## src/rds_pkg.sv

```systemverilog
`timescale 1ns / 1ps
`default_nettype none
// Package for the recovery deploy sequencer.
// Holds register indexes, reset values, servo positions and bus widths.
// No dependencies.
package rds_pkg;

    localparam int unsigned ADDR_W  = 5;
    localparam int unsigned DATA_W  = 32;
    localparam int unsigned S_TDATA_W = 16;
    localparam int unsigned M_TDATA_W = 16;

    typedef enum logic [2:0] {
        REG_MARKER   = 3'd0,
        REG_ACK      = 3'd1,
        REG_LIFTOFF  = 3'd2,
        REG_APOGEE   = 3'd3,
        REG_DELAY    = 3'd4,
        REG_TIMEOUT  = 3'd5
    } t_reg_idx;

    localparam logic [7:0]  RST_MARKER  = 8'd255;
    localparam logic [7:0]  RST_ACK     = 8'd1;
    localparam logic [7:0]  RST_LIFTOFF = 8'd2;
    localparam logic [7:0]  RST_APOGEE  = 8'd3;
    localparam logic [15:0] RST_DELAY   = 16'd5600;
    localparam logic [15:0] RST_TIMEOUT = 16'd500;

    localparam logic [7:0] SERVO_CLOSED = 8'd10;
    localparam logic [7:0] SERVO_OPEN   = 8'd100;
    localparam logic [7:0] SERVO_CHUTE  = 8'd160;

    localparam logic [15:0] TIMER_MAX = 16'hFFFF;

    typedef enum logic [2:0] {
        FRAME_MARK  = 3'b001,
        FRAME_CODE1 = 3'b010,
        FRAME_CODE2 = 3'b100
    } t_frame_pos;

endpackage : rds_pkg
`default_nettype wire

```

## src/recovery_deploy_sequencer.sv

```systemverilog
`timescale 1ns / 1ps
`default_nettype none
// Recovery deploy sequencer top level: frame parser, hatch lock, liftoff and deploy logic.
// Depends on rds_pkg.
//
// Channel   Direction  Contents
// s_axis    in         one tick: rx_valid, rx_byte, pin_present, hatch_switch
// m_axis    out        one result: servo angle, three LEDs, four send pulses
// APB       in/out     six configuration registers at byte addresses 0 to 20
//
// Each tick request's result is registered into the output register in the cycle after it is accepted.
// A new request is accepted in every cycle while the output register is empty or being taken.
// Reset is synchronous and active low and loads the register defaults.
// A stalled result holds the output register and blocks only further requests.
module recovery_deploy_sequencer
    import rds_pkg::*;
(
    input  wire logic                 i_clk,
    input  wire logic                 i_rst_n,
    input  wire logic                 s_axis_tvalid,
    output logic                      s_axis_tready,
    // [0] rx_valid, [8:1] rx_byte, [9] pin_present, [10] hatch_switch, [15:11] zero
    input  wire logic [S_TDATA_W-1:0] s_axis_tdata,
    output logic                      m_axis_tvalid,
    input  wire logic                 m_axis_tready,
    // [7:0] servo_angle, [8] led_hatch, [9] led_liftoff, [10] led_chute,
    // [11] send_liftoff_ack, [12] send_apogee_ack, [13] send_liftoff_notice,
    // [14] send_chute_notice, [15] zero
    output logic [M_TDATA_W-1:0]      m_axis_tdata,
    input  wire logic                 psel,
    input  wire logic                 penable,
    input  wire logic                 pwrite,
    input  wire logic [ADDR_W-1:0]    paddr,
    input  wire logic [DATA_W-1:0]    pwdata,
    output logic [DATA_W-1:0]         prdata,
    output logic                      pready
);

    logic [7:0]  r_marker, r_code_ack, r_code_lift, r_code_apo;
    logic [15:0] r_delay, r_timeout;

    t_frame_pos  r_frame_pos, n_frame_pos;
    logic [7:0]  r_first_code, n_first_code;
    logic        r_hatch_locked, n_hatch_locked;
    logic        r_switch_last, n_switch_last;
    logic        r_pin_pulled, n_pin_pulled;
    logic        r_liftoff, n_liftoff;
    logic        r_lift_peer, n_lift_peer;
    logic        r_notice_pend, n_notice_pend;
    logic        r_peer_acked, n_peer_acked;
    logic        r_chute, n_chute;
    logic        r_chute_done, n_chute_done;
    logic [15:0] r_flight, n_flight;
    logic [15:0] r_ack_tmr, n_ack_tmr;
    logic [7:0]  r_servo, n_servo;
    logic [2:0]  r_led, n_led;
    logic [3:0]  n_tx;

    logic                 r_out_valid;
    logic [M_TDATA_W-1:0] r_out_data;

    logic       w_accept;
    logic       w_cfg_wr;
    t_reg_idx   w_cfg_idx;
    logic       w_rx_valid;
    logic [7:0] w_rx_byte;
    logic       w_pin_present;
    logic       w_switch;

    assign pready        = 1'b1;
    assign w_cfg_wr      = psel && penable && pwrite && pready;
    assign w_cfg_idx     = t_reg_idx'(paddr[ADDR_W-1:2]);
    assign s_axis_tready = !r_out_valid || m_axis_tready;
    assign w_accept      = s_axis_tvalid && s_axis_tready;
    assign m_axis_tvalid = r_out_valid;
    assign m_axis_tdata  = r_out_data;

    assign w_rx_valid    = s_axis_tdata[0];
    assign w_rx_byte     = s_axis_tdata[8:1];
    assign w_pin_present = s_axis_tdata[9];
    assign w_switch      = s_axis_tdata[10];

    always_comb begin
        prdata = '0;
        case (w_cfg_idx)
            REG_MARKER:  prdata = {24'd0, r_marker};
            REG_ACK:     prdata = {24'd0, r_code_ack};
            REG_LIFTOFF: prdata = {24'd0, r_code_lift};
            REG_APOGEE:  prdata = {24'd0, r_code_apo};
            REG_DELAY:   prdata = {16'd0, r_delay};
            REG_TIMEOUT: prdata = {16'd0, r_timeout};
            default:     prdata = '0;
        endcase
    end

    always_ff @(posedge i_clk) begin
        if (!i_rst_n) begin
            r_marker    <= RST_MARKER;
            r_code_ack  <= RST_ACK;
            r_code_lift <= RST_LIFTOFF;
            r_code_apo  <= RST_APOGEE;
            r_delay     <= RST_DELAY;
            r_timeout   <= RST_TIMEOUT;
        end else if (w_cfg_wr) begin
            case (w_cfg_idx)
                REG_MARKER:  r_marker    <= pwdata[7:0];
                REG_ACK:     r_code_ack  <= pwdata[7:0];
                REG_LIFTOFF: r_code_lift <= pwdata[7:0];
                REG_APOGEE:  r_code_apo  <= pwdata[7:0];
                REG_DELAY:   r_delay     <= pwdata[15:0];
                REG_TIMEOUT: r_timeout   <= pwdata[15:0];
                default: begin
                end
            endcase
        end
    end

    always_comb begin
        n_frame_pos    = r_frame_pos;
        n_first_code   = r_first_code;
        n_hatch_locked = r_hatch_locked;
        n_switch_last  = r_switch_last;
        n_pin_pulled   = r_pin_pulled;
        n_liftoff      = r_liftoff;
        n_lift_peer    = r_lift_peer;
        n_notice_pend  = r_notice_pend;
        n_peer_acked   = r_peer_acked;
        n_chute        = r_chute;
        n_chute_done   = r_chute_done;
        n_servo        = r_servo;
        n_led          = r_led;
        n_tx           = '0;

        n_flight  = (r_liftoff && r_flight != TIMER_MAX) ? r_flight + 16'd1 : r_flight;
        n_ack_tmr = (r_notice_pend && r_ack_tmr != TIMER_MAX) ? r_ack_tmr + 16'd1 : r_ack_tmr;

        if (w_rx_valid) begin
            case (r_frame_pos)
                FRAME_MARK: begin
                    if (w_rx_byte == r_marker) n_frame_pos = FRAME_CODE1;
                end
                FRAME_CODE1: begin
                    n_first_code = w_rx_byte;
                    n_frame_pos  = FRAME_CODE2;
                end
                default: begin
                    n_frame_pos = FRAME_MARK;
                    if (r_first_code == w_rx_byte) begin
                        if (w_rx_byte == r_code_ack) begin
                            n_peer_acked = 1'b1;
                        end else if (w_rx_byte == r_code_lift) begin
                            n_lift_peer = 1'b1;
                            n_tx[0]     = 1'b1;
                        end else if (w_rx_byte == r_code_apo) begin
                            n_chute = 1'b1;
                            n_tx[1] = 1'b1;
                        end
                    end
                end
            endcase
        end

        if (r_pin_pulled && !n_notice_pend && !n_lift_peer) begin
            n_notice_pend = 1'b1;
            n_ack_tmr     = '0;
            n_tx[2]       = 1'b1;
        end
        if (!n_peer_acked && n_notice_pend && n_ack_tmr > r_timeout) n_notice_pend = 1'b0;
        if (n_chute && !r_chute_done) begin
            n_tx[3]      = 1'b1;
            n_chute_done = 1'b1;
        end

        if (!r_liftoff && w_switch != r_switch_last) begin
            n_switch_last = w_switch;
            if (r_hatch_locked) begin
                n_hatch_locked = 1'b0;
                n_servo        = SERVO_OPEN;
                n_led[0]       = 1'b0;
            end else begin
                n_hatch_locked = 1'b1;
                n_servo        = SERVO_CLOSED;
                n_led[0]       = 1'b1;
            end
        end

        if (n_hatch_locked && !r_liftoff && !w_pin_present && !n_lift_peer) begin
            n_liftoff    = 1'b1;
            n_pin_pulled = 1'b1;
            n_flight     = '0;
            n_led[1]     = 1'b1;
        end
        if (n_lift_peer && !n_liftoff) begin
            n_liftoff = 1'b1;
            n_flight  = '0;
            n_led[1]  = 1'b1;
        end

        if (n_liftoff && (n_flight > r_delay || n_chute)) begin
            n_servo  = SERVO_CHUTE;
            n_led[2] = 1'b1;
            n_led[0] = 1'b0;
            n_chute  = 1'b1;
        end
    end

    always_ff @(posedge i_clk) begin
        if (!i_rst_n) begin
            r_frame_pos    <= FRAME_MARK;
            r_first_code   <= '0;
            r_hatch_locked <= 1'b0;
            r_switch_last  <= 1'b0;
            r_pin_pulled   <= 1'b0;
            r_liftoff      <= 1'b0;
            r_lift_peer    <= 1'b0;
            r_notice_pend  <= 1'b0;
            r_peer_acked   <= 1'b0;
            r_chute        <= 1'b0;
            r_chute_done   <= 1'b0;
            r_flight       <= '0;
            r_ack_tmr      <= '0;
            r_servo        <= SERVO_CLOSED;
            r_led          <= '0;
        end else if (w_accept) begin
            r_frame_pos    <= n_frame_pos;
            r_first_code   <= n_first_code;
            r_hatch_locked <= n_hatch_locked;
            r_switch_last  <= n_switch_last;
            r_pin_pulled   <= n_pin_pulled;
            r_liftoff      <= n_liftoff;
            r_lift_peer    <= n_lift_peer;
            r_notice_pend  <= n_notice_pend;
            r_peer_acked   <= n_peer_acked;
            r_chute        <= n_chute;
            r_chute_done   <= n_chute_done;
            r_flight       <= n_flight;
            r_ack_tmr      <= n_ack_tmr;
            r_servo        <= n_servo;
            r_led          <= n_led;
        end
    end

    always_ff @(posedge i_clk) begin
        if (!i_rst_n) begin
            r_out_valid <= 1'b0;
        end else if (w_accept) begin
            r_out_valid <= 1'b1;
        end else if (m_axis_tready) begin
            r_out_valid <= 1'b0;
        end
    end

    always_ff @(posedge i_clk) begin
        if (w_accept) begin
            r_out_data <= {1'b0, n_tx, n_led, n_servo};
        end
    end

`ifndef SYNTHESIS
    a_chute_servo: assert property (@(posedge i_clk) disable iff (!i_rst_n)
        r_led[2] |-> (r_servo == SERVO_CHUTE && !r_led[0]))
        else $error("chute LED set without chute servo position");

    a_liftoff_led: assert property (@(posedge i_clk) disable iff (!i_rst_n)
        r_led[1] == r_liftoff)
        else $error("liftoff LED disagrees with liftoff state");

    a_liftoff_sticky: assert property (@(posedge i_clk) disable iff (!i_rst_n)
        r_liftoff |=> r_liftoff)
        else $error("liftoff state was cleared");

    a_chute_once: assert property (@(posedge i_clk) disable iff (!i_rst_n)
        (w_accept && r_chute_done) |=> !r_out_data[14])
        else $error("chute notice sent more than once");
`endif

endmodule : recovery_deploy_sequencer
`default_nettype wire
```

## config.mk

```make
export PLATFORM = sky130hd
export DESIGN_NAME = recovery_deploy_sequencer
export DESIGN_NICKNAME = d
export VERILOG_FILES = /design/src/rds_pkg.sv /design/src/recovery_deploy_sequencer.sv
export SDC_FILE = /design/constraint.sdc
export NUM_CORES = 1
export LEC_CHECK = 0
export BUFFER_PORTS_ARGS = -buffer_cell sky130_fd_sc_hd__buf_2
export CORE_ASPECT_RATIO = 1.25
export CORE_MARGIN = 2
export CORE_UTILIZATION = 63
export DETAILED_ROUTE_END_ITERATION = 8
export PLACE_DENSITY = 0.86
export SLEW_MARGIN = 10
export SYNTH_ARGS = -nofsm -noshare
export SYNTH_HDL_FRONTEND = slang
export SYNTH_SLANG_ARGS = --single-unit
```

## constraint.sdc

```tcl
create_clock -name i_clk -period 7.75 [get_ports i_clk]
set_input_delay 1.1625 -clock i_clk [delete_from_list [all_inputs] [get_ports i_clk]]
set_output_delay 1.1625 -clock i_clk [all_outputs]
set_load 0.01 [all_outputs]
```

==> results of run 1 <==
-- through the flow --
step                      power, mW  setup WS (ns)   util  std cells  hold slack, ns
after floorplan               0.906           2.80      -       1020           0.405
after global placement        0.941           1.97  0.668       1187           0.412
after detailed placement      0.945           1.84  0.668       1187           0.425
after CTS                      1.70           2.19  0.711       1219           0.435
after global routing           1.75           1.86  0.711       1219           0.461
final                          1.71           2.11  0.711       1219           0.435
-- Yosys cell counts (6+ instances only) --
cell and n:
a21o_1 6, a21oi_1 56, a31oi_1 26, buf_2 10, buf_4 21, clkbuf_1 42, dfxtp_1 128, edfxtp_1 15
ha_1 34, inv_1 44, mux2i_1 50, nand2_1 153, nand2b_1 8, nand3_1 23, nand4_1 18, nor2_1 120
nor3_1 15, o211a_1 7, o211ai_1 16, o21a_1 6, o21ai_0 30, o22ai_1 8, or3_1 13, xnor2_1 40
xor2_1 32
-- path summary, 6_finish.rpt --
kind                           to  slack [ns]            start  cells past startpoint
setup / recovery  m_axis_tdata[7]        2.11  s_axis_tdata[7]                     15
hold / removal         r_servo[0]        0.43       r_servo[0]                      2
setup reg to reg  m_axis_tdata[7]        2.67   r_code_lift[6]                     14
hold reg to reg        r_servo[0]        0.43       r_servo[0]                      2
-- layout make-up --
type                    instances  area share
clock buffers                  17      0.0470
inverters                      47      0.0195
repair buffers                 76      0.0440
clock inverters                15      0.0138
flip-flops and latches        143       0.333
well taps                     168      0.0232
multi-input cells             753       0.519
-- state kept, by name (all words and copies together), names as in the netlist, 3 cells and up --
signal,count
r_marker,8
r_led,3
r_first_code,8
r_ack_tmr,16
r_code_lift,8
r_flight,16
r_delay,16
r_frame_pos,3
r_timeout,16
r_code_ack,8
m_axis_tdata,15
r_code_apo,8
r_servo,8
-- worst register-to-register path, stage by stage, from the launching register on --
cell and delay (ns):
dfxtp_1 0.34, xor2_1 0.18, nor4_2 0.39, nand2_1 0.17, nor4_4 0.63, o21a_1 0.61
nor2_1 0.14, ha_1 0.33, nand4_1 0.18, nor3_1 0.33, nand2_1 0.12, or3_1 0.40
a21oi_1 0.60, nor2_2 0.22, a21o_1 0.20
-- power by group --
group          internal, mW  total, mW  switching [mW]  leakage (nW)
clock network         0.418      0.773           0.355         0.262
registers             0.762      0.771         0.00856          1.18
logic                0.0522      0.162           0.110          2.41
-- metal layers --
metal | track usage | wire length [µm] | vias to the layer above
met5 | 0 | 0 | -
met2 | 0.474 | 9410 | 332
met3 | 0.0531 | 1290 | 62
li1 | - | - | 3519
met1 | 0.384 | 8550 | 3420
met4 | 0.118 | 699 | 0
-- cells by family (layout without fill, tap and decap cells) --
kind of cell,Yosys count,count (layout)
adder cells (fa/ha/maj),34,34
AND/OR/NAND/NOR,384,384
flip-flops,143,143
buffers and inverters,124,155
XOR/XNOR,72,72
multiplexers,54,54
other,2,18
AO/OA/AOI/OAI,191,191
==> results.ini, run 1 <==
[layout]
nets=1132
diodes=0
final_common_cell=nand2_1
regArea_um2=3010
area_growth_pct=10.0
multi_input_area_um2=4700
drive_gt1_frac=0.127
layout_common_cells=153 x nand2_1, 128 x dfxtp_1, 120 x nor2_1
fillers=997
final_area_um2=9040

[die]
die_y_um=132
io-pin-count=111
initial_core_util=0.646
placementRows=46
die_x_um=106
die_area_um2=14000
core_um2=12700

[synthesis]
syn_inst=1004
ys_async_sr_fraction=0
synth_top_family_by_area=simple AND/OR/NAND/NOR gates
yosys.area_share.simple=0.212
netlist_area_um2=8220
synth_fa_ha_area_frac=0.0517
synth_cell_type_count=65
synthXorXnorAreaFrac=0.0767
synth_compound_area_frac=0.152
synth_seq_cells=143
synthMuxAreaShare=0.0705
yosys.area.top_type=dfxtp_1
ys.flop_type=dfxtp_1
yosys-top-cells-area=dfxtp_1 31%, nand2_1 7.0%, mux2i_1 6.1%
yosys_warnings=0
postSynthAreaPerCell_um2=8.19
synth_top_cell_area_share=0.312
ys_seq_area_frac=0.366
synth_enable_flop_cells=15

[hold_path]
hold_class=flip-flop to flip-flop

[worst_setup_path]
startpoint_type=primary input
crit_arrival_ns=5.83
slowest_stage=nor4_4
worst_setup_path_end_kind=flip-flop
setup.worst_path.class=primary input to flip-flop
required_ns=7.94
max_stage_delay_ns=0.63
path_max_fanout=19
path_delay_family=simple AND/OR/NAND/NOR gates
path_cells=buf_2, xor2_1, nor4_2, nand2_1, nor4_4, o21a_1, nor2_1, ha_1, nand4_1, nor3_1, nand2_1, or3_1, a21oi_1, nor2_2, a21o_1
critical_path_buf_inv_count=1
path_common_cell=nand2_1

[sta]
worst_slew_pin_slew_ns=1.06
clock.fmax_mhz=177
fin_skew_ns=0.00986
setup_viol_count_final=0
period_needed_ns=5.64
slew_viol_final=0
rsz0062_at_grt=no
relSlewSlack=0.291
setup_tns_ns=0
min_period_over_period=0.728
hold_viol=0

[drt]
totalWireLength_mm=19.9
num_vias=7333
drt_iter0_markers=495
firstDrtPassIters=6
via_per_inst=6.02
drt.antenna.violating_nets=0
drc=0
post_drt_wl_per_cell_um=16.4

[grt]
grt_pass1_wl_mm=33.0
overflow=0
antenna_found_initial=0
grt_max_degree=82
grtUsageTotal=0.292
grt_pass1_vias=6787

[clock_tree]
cts_setup_buffers=0
clkSlewWorstSetupHoldPaths_ns=0.06
cts-root-buf=clkbuf_16
cts.htree.levels=4
hold_buffers=0
cts_buffer_depth=2
cts_tree=done
clock_latency_ns=0.43
post_cts_resized=0
clock_sinks=143
cts_buffers=17

[power_and_ir_drop]
leakagePower_nw=3.85
p_per_area_nw_per_um2=189
vdd_drop_max_mv=0.150

[placed_design]
postPlaceCellArea_um2=8490
portBuffers=69
hpwl_mm=13.3
gp_congestion=0.926

[job]
cap_violations=0

[outcome]
status=completed

Power figures use the tool's default switching activity.
==> run 2: changes to the inputs <==
- CORE_UTILIZATION: 63 -> 58
- PLACE_DENSITY: 0.86 -> 0.8
- clock period: 7.75 -> 5.23 ns (I/O delays scaled with it)
==> run 2 against run 1 <==
Compared with the run above: wire length shrank 0.25%; clock skew shrank 0.00090 ns; utilization shrank 5.2 points; highest routed layer unchanged; critical path depth is the same; via count shrank 2.2%; combinational power grew 48%; count of clock-buffer cells in the layout is the same; total power grew 49%; worst setup slack lost 1.5 ns; critical endpoint unchanged.
==> results.ini, run 2 (synthesis results as in run 1) <==
[worst_setup_path]
slowest_stage=or4_1  ; was nor4_4
r2r_cells=15  ; was 14
max_stage_delay_ns=0.58  ; was 0.63 ns
endpoint=m_axis_tdata[7]  ; unchanged
path_cells=inv_1, or4_1, a211o_1, nor2_1, nand3_1, xor2_1, nor2_1, ha_1, nand4_1, nor3_1, nand2_1, or3_1, a21oi_1, nor2_2, a21o_1  ; was buf_2, xor2_1, nor4_2, nand2_1, nor4_4, o21a_1, nor2_1, ha_1, nand4_1, nor3_1, nand2_1, or3_1, a21oi_1, nor2_2, a21o_1
critical_path_buf_inv_count=1  ; unchanged
path_depth=15  ; unchanged
path_max_fanout=11  ; was 19
path_common_cell=nor2_1  ; was nand2_1
path_delay_family=simple AND/OR/NAND/NOR gates  ; unchanged
worst_setup_path_end_kind=flip-flop  ; unchanged
required_ns=5.41  ; was 7.94 ns
regToRegEndpoint=m_axis_tdata[7]  ; unchanged
r2r_setup_slack_ns=0.64  ; was 2.67 ns
crit_arrival_ns=4.76  ; was 5.83 ns
r2r-start=r_liftoff  ; was r_code_lift[6]
startpoint_type=flip-flop  ; was primary input
setup.worst_path.class=flip-flop to flip-flop  ; was primary input to flip-flop
startpoint=r_liftoff  ; was s_axis_tdata[7]

[sta]
relSlewSlack=0.299  ; was 0.291
min_period_over_period=0.877
slew_viol_final=0  ; unchanged
worst_slew_pin_slew_ns=1.04  ; was 1.06 ns
rsz0062_at_grt=no  ; unchanged
period_needed_ns=4.59
setup_viol_count_final=0  ; unchanged
fin_skew_ns=0.00896  ; was 0.00986 ns
hold_viol=0  ; unchanged
fin_ws_ns=0.643  ; was 2.11 ns
clock.fmax_mhz=218
setup_tns_ns=0  ; unchanged

[clock_tree]
hold_buffers=0  ; unchanged
cts.htree.levels=4  ; unchanged
cts_buffers=17  ; unchanged
clock_sinks=143  ; unchanged
cts-root-buf=clkbuf_16  ; unchanged
clkSlewWorstSetupHoldPaths_ns=0.06  ; about the same
clock_latency_ns=0.43  ; about the same
cts_buffer_depth=2  ; unchanged
cts_tree=done  ; unchanged
cts_setup_buffers=0  ; unchanged
post_cts_resized=0  ; unchanged

[die]
die_area_um2=15100  ; was 14000 µm²
die_y_um=137  ; was 132 µm
io-pin-count=111  ; unchanged
core_um2=13800  ; was 12700 µm²
placementRows=48  ; was 46
initial_core_util=0.595  ; was 0.646
die_x_um=110  ; was 106 µm

[placed_design]
preCtsSetupSlack_ns=0.496  ; was 1.84 ns
post-place-cells=1199  ; was 1187
gp_congestion=0.924  ; was 0.926
portBuffers=69  ; unchanged
hpwl_mm=14.2  ; was 13.3 mm

[drt]
via_per_inst=5.83  ; was 6.02
firstDrtPassIters=7  ; was 6
drc=0  ; unchanged
num_vias=7171  ; was 7333
drt_iter0_markers=414  ; was 495
drt.antenna.violating_nets=0  ; unchanged
post_drt_wl_per_cell_um=16.2  ; was 16.4 µm
totalWireLength_mm=19.9  ; about the same

[grt]
grt_max_degree=53  ; was 82
antenna_found_initial=0  ; unchanged
grt_pass1_wl_mm=31.9  ; was 33.0 mm
overflow=0  ; unchanged
grtUsageTotal=0.259  ; was 0.292
grt_pass1_vias=6633  ; was 6787

[power_and_ir_drop]
design_power_total_mw=2.55  ; was 1.71 mW
leakagePower_nw=3.90  ; was 3.85 nW
vdd_drop_max_mv=0.202  ; was 0.150 mV
p_per_area_nw_per_um2=280  ; was 189 nW/µm²

[hold_path]
hold_class=flip-flop to flip-flop  ; unchanged

[layout]
finish.utilization=0.659  ; was 0.711
nets=1137  ; was 1132
layout_common_cells=153 x nand2_1, 128 x dfxtp_1, 120 x nor2_1  ; unchanged
layout.cells.non_filler=1231  ; was 1219
drive_gt1_frac=0.133  ; was 0.127
area_growth_pct=10.7  ; was 10.0%
diodes=0  ; unchanged
final_common_cell=nand2_1  ; unchanged

[outcome]
status=completed  ; unchanged

[job]
cap_violations=0  ; unchanged

==> run 2: cell types whose count changed in the layout (fill, tap and decap cells not counted), sizes merged <==
cell      delta
buf          +5
clkinv       -1
inv          +3
clkinvlp     -2
==> run 2: per-stage QoR <==
stage / hold slack, ns / cell area, µm²
3_5_place_dp: 0.415 / 8540
4_1_cts: 0.426 / 9100
6_report: 0.424 / 9100
3_3_place_gp: 0.413 / 8540
5_1_grt: 0.448 / 9100
2_1_floorplan: 0.405 / 8280
==> run 2: report_power, final <==
part	switching (mW)	total (mW)	internal [mW]
logic	0.160	0.240	0.0801
clock network	0.533	1.17	0.632
registers	0.0133	1.14	1.13
==> run 2: worst min-delay path by stage <==
stage          slack, ns  cells past startpoint       start         end
2_1_floorplan       0.40                      2  r_servo[0]  r_servo[0]
3_3_place_gp        0.41                      2  r_servo[4]  r_servo[4]
3_5_place_dp        0.42                      2  r_servo[4]  r_servo[4]
4_1_cts             0.43                      2  r_servo[4]  r_servo[4]
5_1_grt             0.45                      2  r_servo[4]  r_servo[4]
6_report            0.42                      2  r_servo[4]  r_servo[4]
==> run 2: area by class of cell <==
type                            instances  area [µm²]
Clock inverter                         15         139
Timing Repair Buffer                   81         435
Multi-Input combinational cell        753        4700
Fill cell                            1177        4710
Clock buffer                           17         425
Sequential cell                       143        3010
Tap cell                              175         219
Inverter                               47         176
==> run 2: per-layer routing <==
layer / wire (µm) / share of wire / vias to the layer above / GRT usage
met2: 10100 / 0.51 / 243 / 0.471
met3: 892 / 0.045 / 55 / 0.0394
met1: 8190 / 0.41 / 3335 / 0.301
met4: 744 / 0.037 / 0 / 0.124
li1: - / - / 3538 / -
met5: 0 / 0 / - / 0
==> run 2: tightest hold or removal path, delay by kind of cell, from the launching register on <==
family	cells	cell delay [ns]
and+or+nand+nor	2	0.08
DFF	1	0.31
==> run 3: changes to the inputs <==
- REMOVE_ABC_BUFFERS: unset -> 1
- SLEW_MARGIN: 10 -> unset
==> run 3 against run 2 <==
Compared with the run above: utilization is 0.18 points higher; worst setup slack worse by 0.051 ns; critical path depth is 1 higher.
==> results.ini, run 3 (synthesis results as in run 1) <==
[worst_setup_path]
r2r_cells=16  ; was 15
worst_setup_path_end_kind=flip-flop  ; unchanged
required_ns=5.58  ; was 5.41 ns
startpoint_type=flip-flop  ; unchanged
setup.worst_path.class=flip-flop to flip-flop  ; unchanged
regToRegEndpoint=r_led[2]  ; was m_axis_tdata[7]
path_max_fanout=11  ; unchanged
crit_arrival_ns=4.99  ; was 4.76 ns
r2r_setup_slack_ns=0.59  ; was 0.64 ns
r2r-start=r_liftoff  ; unchanged

[sta]
rsz0062_at_grt=no  ; unchanged
clock.fmax_mhz=216  ; was 218 MHz
worst_slew_pin_slew_ns=1.08  ; was 1.04 ns
min_period_over_period=0.887  ; was 0.877
period_needed_ns=4.64  ; was 4.59 ns
hold_viol=0  ; unchanged
relSlewSlack=0.277  ; was 0.299
fin_skew_ns=0.00764  ; was 0.00896 ns
setup_viol_count_final=0  ; unchanged
setup_tns_ns=0  ; unchanged
slew_viol_final=0  ; unchanged

[drt]
totalWireLength_mm=20.5  ; was 19.9 mm
routed.top_layer=met4  ; unchanged
wl_met2_mm=9.98  ; was 10.1 mm
firstDrtPassIters=5  ; was 7
drc=0  ; unchanged
post_drt_wl_per_cell_um=16.7  ; was 16.2 µm
drt.antenna.violating_nets=0  ; unchanged
drt-met1-wl_mm=8.75  ; was 8.19 mm
met3WireLength_mm=1.13  ; was 892 µm
drt_iter0_markers=597  ; was 414
via_per_inst=5.87  ; was 5.83
num_vias=7225  ; was 7171

[grt]
grt_pass1_wl_mm=33.6  ; was 31.9 mm
grtUsageTotal=0.277  ; was 0.259
grt_max_degree=57  ; was 53
overflow=0  ; unchanged
grt_pass1_vias=6875  ; was 6633
antenna_found_initial=0  ; unchanged

[clock_tree]
cts-root-buf=clkbuf_16  ; unchanged
cts_buffers=17  ; unchanged
hold_buffers=0  ; unchanged
cts_setup_buffers=0  ; unchanged
post_cts_resized=0  ; unchanged
clkSlewWorstSetupHoldPaths_ns=0.06  ; about the same
cts_tree=done  ; unchanged
clock_sinks=143  ; unchanged
clock_latency_ns=0.43  ; about the same
cts.htree.levels=4  ; unchanged
cts_buffer_depth=2  ; unchanged

[placed_design]
gp_congestion=0.895  ; was 0.924
hpwl_mm=14.1  ; was 14.2 mm
portBuffers=69  ; unchanged
postPlaceCellArea_um2=8540  ; unchanged

[power_and_ir_drop]
vdd_drop_max_mv=0.242  ; was 0.202 mV
leakagePower_nw=3.91  ; was 3.90 nW
p_per_area_nw_per_um2=285  ; was 280 nW/µm²
power_frac_comb=0.094  ; about the same
power.switching_uw=663  ; was 707 µW
p_clk_frac=0.466  ; was 0.457
sw_frac_of_total=0.255  ; was 0.277
intPower_mw=1.94  ; was 1.84 mW
power_frac_seq=0.440  ; was 0.448

[hold_path]
hold_depth=2  ; unchanged
hold_class=flip-flop to flip-flop  ; unchanged
hold_path_startpoint=r_servo[4]  ; unchanged
hold_end=r_servo[4]  ; unchanged

[job]
cap_violations=0  ; unchanged

[die]
die_x_um=110  ; unchanged
die_area_um2=15100  ; unchanged
placementRows=48  ; unchanged
io-pin-count=111  ; unchanged
die_y_um=137  ; unchanged
core_um2=13800  ; unchanged
initial_core_util=0.595  ; unchanged

[layout]
area_growth_pct=11.0  ; was 10.7%
nets=1137  ; unchanged
final_area_um2=9130  ; was 9100 µm²
drive_gt1_frac=0.133  ; unchanged
diodes=0  ; unchanged
finish.utilization=0.661  ; was 0.659
layout_common_cells=153 x nand2_1, 128 x dfxtp_1, 120 x nor2_1  ; unchanged
fillers=1194  ; was 1177
final_common_cell=nand2_1  ; unchanged

[outcome]
status=completed  ; unchanged

==> run 3: cell count changes in the layout (fill, tap and decap cells not counted) <==
cell / previous run / this run
inv_4: 0 / 1
clkbuf_8: 0 / 2
clkbuf_1: 0 / 1
clkinv_2: 1 / 3
clkinv_4: 2 / 3
inv_6: 6 / 2
inv_8: 5 / 0
clkinv_1: 1 / 0
inv_2: 2 / 3
bufinv_16: 0 / 2
==> run 3: per-stage QoR <==
step / hold WS [ns] / total power, mW / cells / setup slack (ns)
floorplan: 0.405 / 1.30 / 943 / 0.822
global placement: 0.411 / 1.40 / 1199 / 0.640
detailed placement: 0.419 / 1.41 / 1199 / 0.558
CTS: 0.426 / 2.61 / 1231 / 0.668
global route: 0.443 / 2.68 / 1231 / 0.240
finish: 0.424 / 2.60 / 1231 / 0.592
==> run 3: per-layer routing <==
layer | GRT usage | up-vias
met5 | 0 | -
met4 | 0.124 | 0
met3 | 0.0518 | 63
met2 | 0.478 | 250
met1 | 0.339 | 3385
li1 | - | 3527
==> run 3: final cells by class <==
class                   count  area, µm²  area share
inverters                  47        176      0.0193
flip-flops and latches    143       3010       0.330
clock inverters            12        133      0.0145
clock buffers              20        457      0.0500
repair buffers             81        435      0.0477
multi-input cells         753       4700       0.514
well taps                 175        219      0.0240
==> run 3: worst max path at each step <==
stage / startpoint / to / slack [ns] / cells past startpoint
after floorplan: s_axis_tdata[2] / m_axis_tdata[7] / 0.82 / 14
after detailed placement: s_axis_tdata[3] / m_axis_tdata[7] / 0.56 / 16
after global placement: s_axis_tdata[7] / m_axis_tdata[7] / 0.64 / 16
after CTS: r_liftoff / m_axis_tdata[7] / 0.67 / 15
after global routing: r_liftoff / r_led[2] / 0.24 / 16
final: r_liftoff / r_led[2] / 0.59 / 16
==> run 3: power by group through the flow <==
| stage | Clock, mW | Combinational (mW) | Sequential, mW |
|---|---|---|---|
| 6_report | 1.21 | 0.244 | 1.14 |
| 5_1_grt | 1.27 | 0.268 | 1.15 |
| 4_1_cts | 1.22 | 0.243 | 1.14 |
| 3_5_place_dp | 0 | 0.240 | 1.17 |
| 3_3_place_gp | 0 | 0.237 | 1.17 |
| 2_1_floorplan | 0 | 0.132 | 1.17 |
==> run 3: worst max-delay path, stage by stage (launching register included) <==
cell	delay [ns]
dfxtp_1	0.59
inv_1	0.25
or4_1	0.58
a211o_1	0.35
nor2_1	0.31
nand3_1	0.16
xor2_1	0.16
nor2_1	0.06
ha_1	0.31
nand4_1	0.16
nor3_1	0.27
nand2_1	0.11
o2111ai_1	0.33
a21oi_1	0.18
buf_4	0.22
or3_1	0.36
a21oi_1	0.16
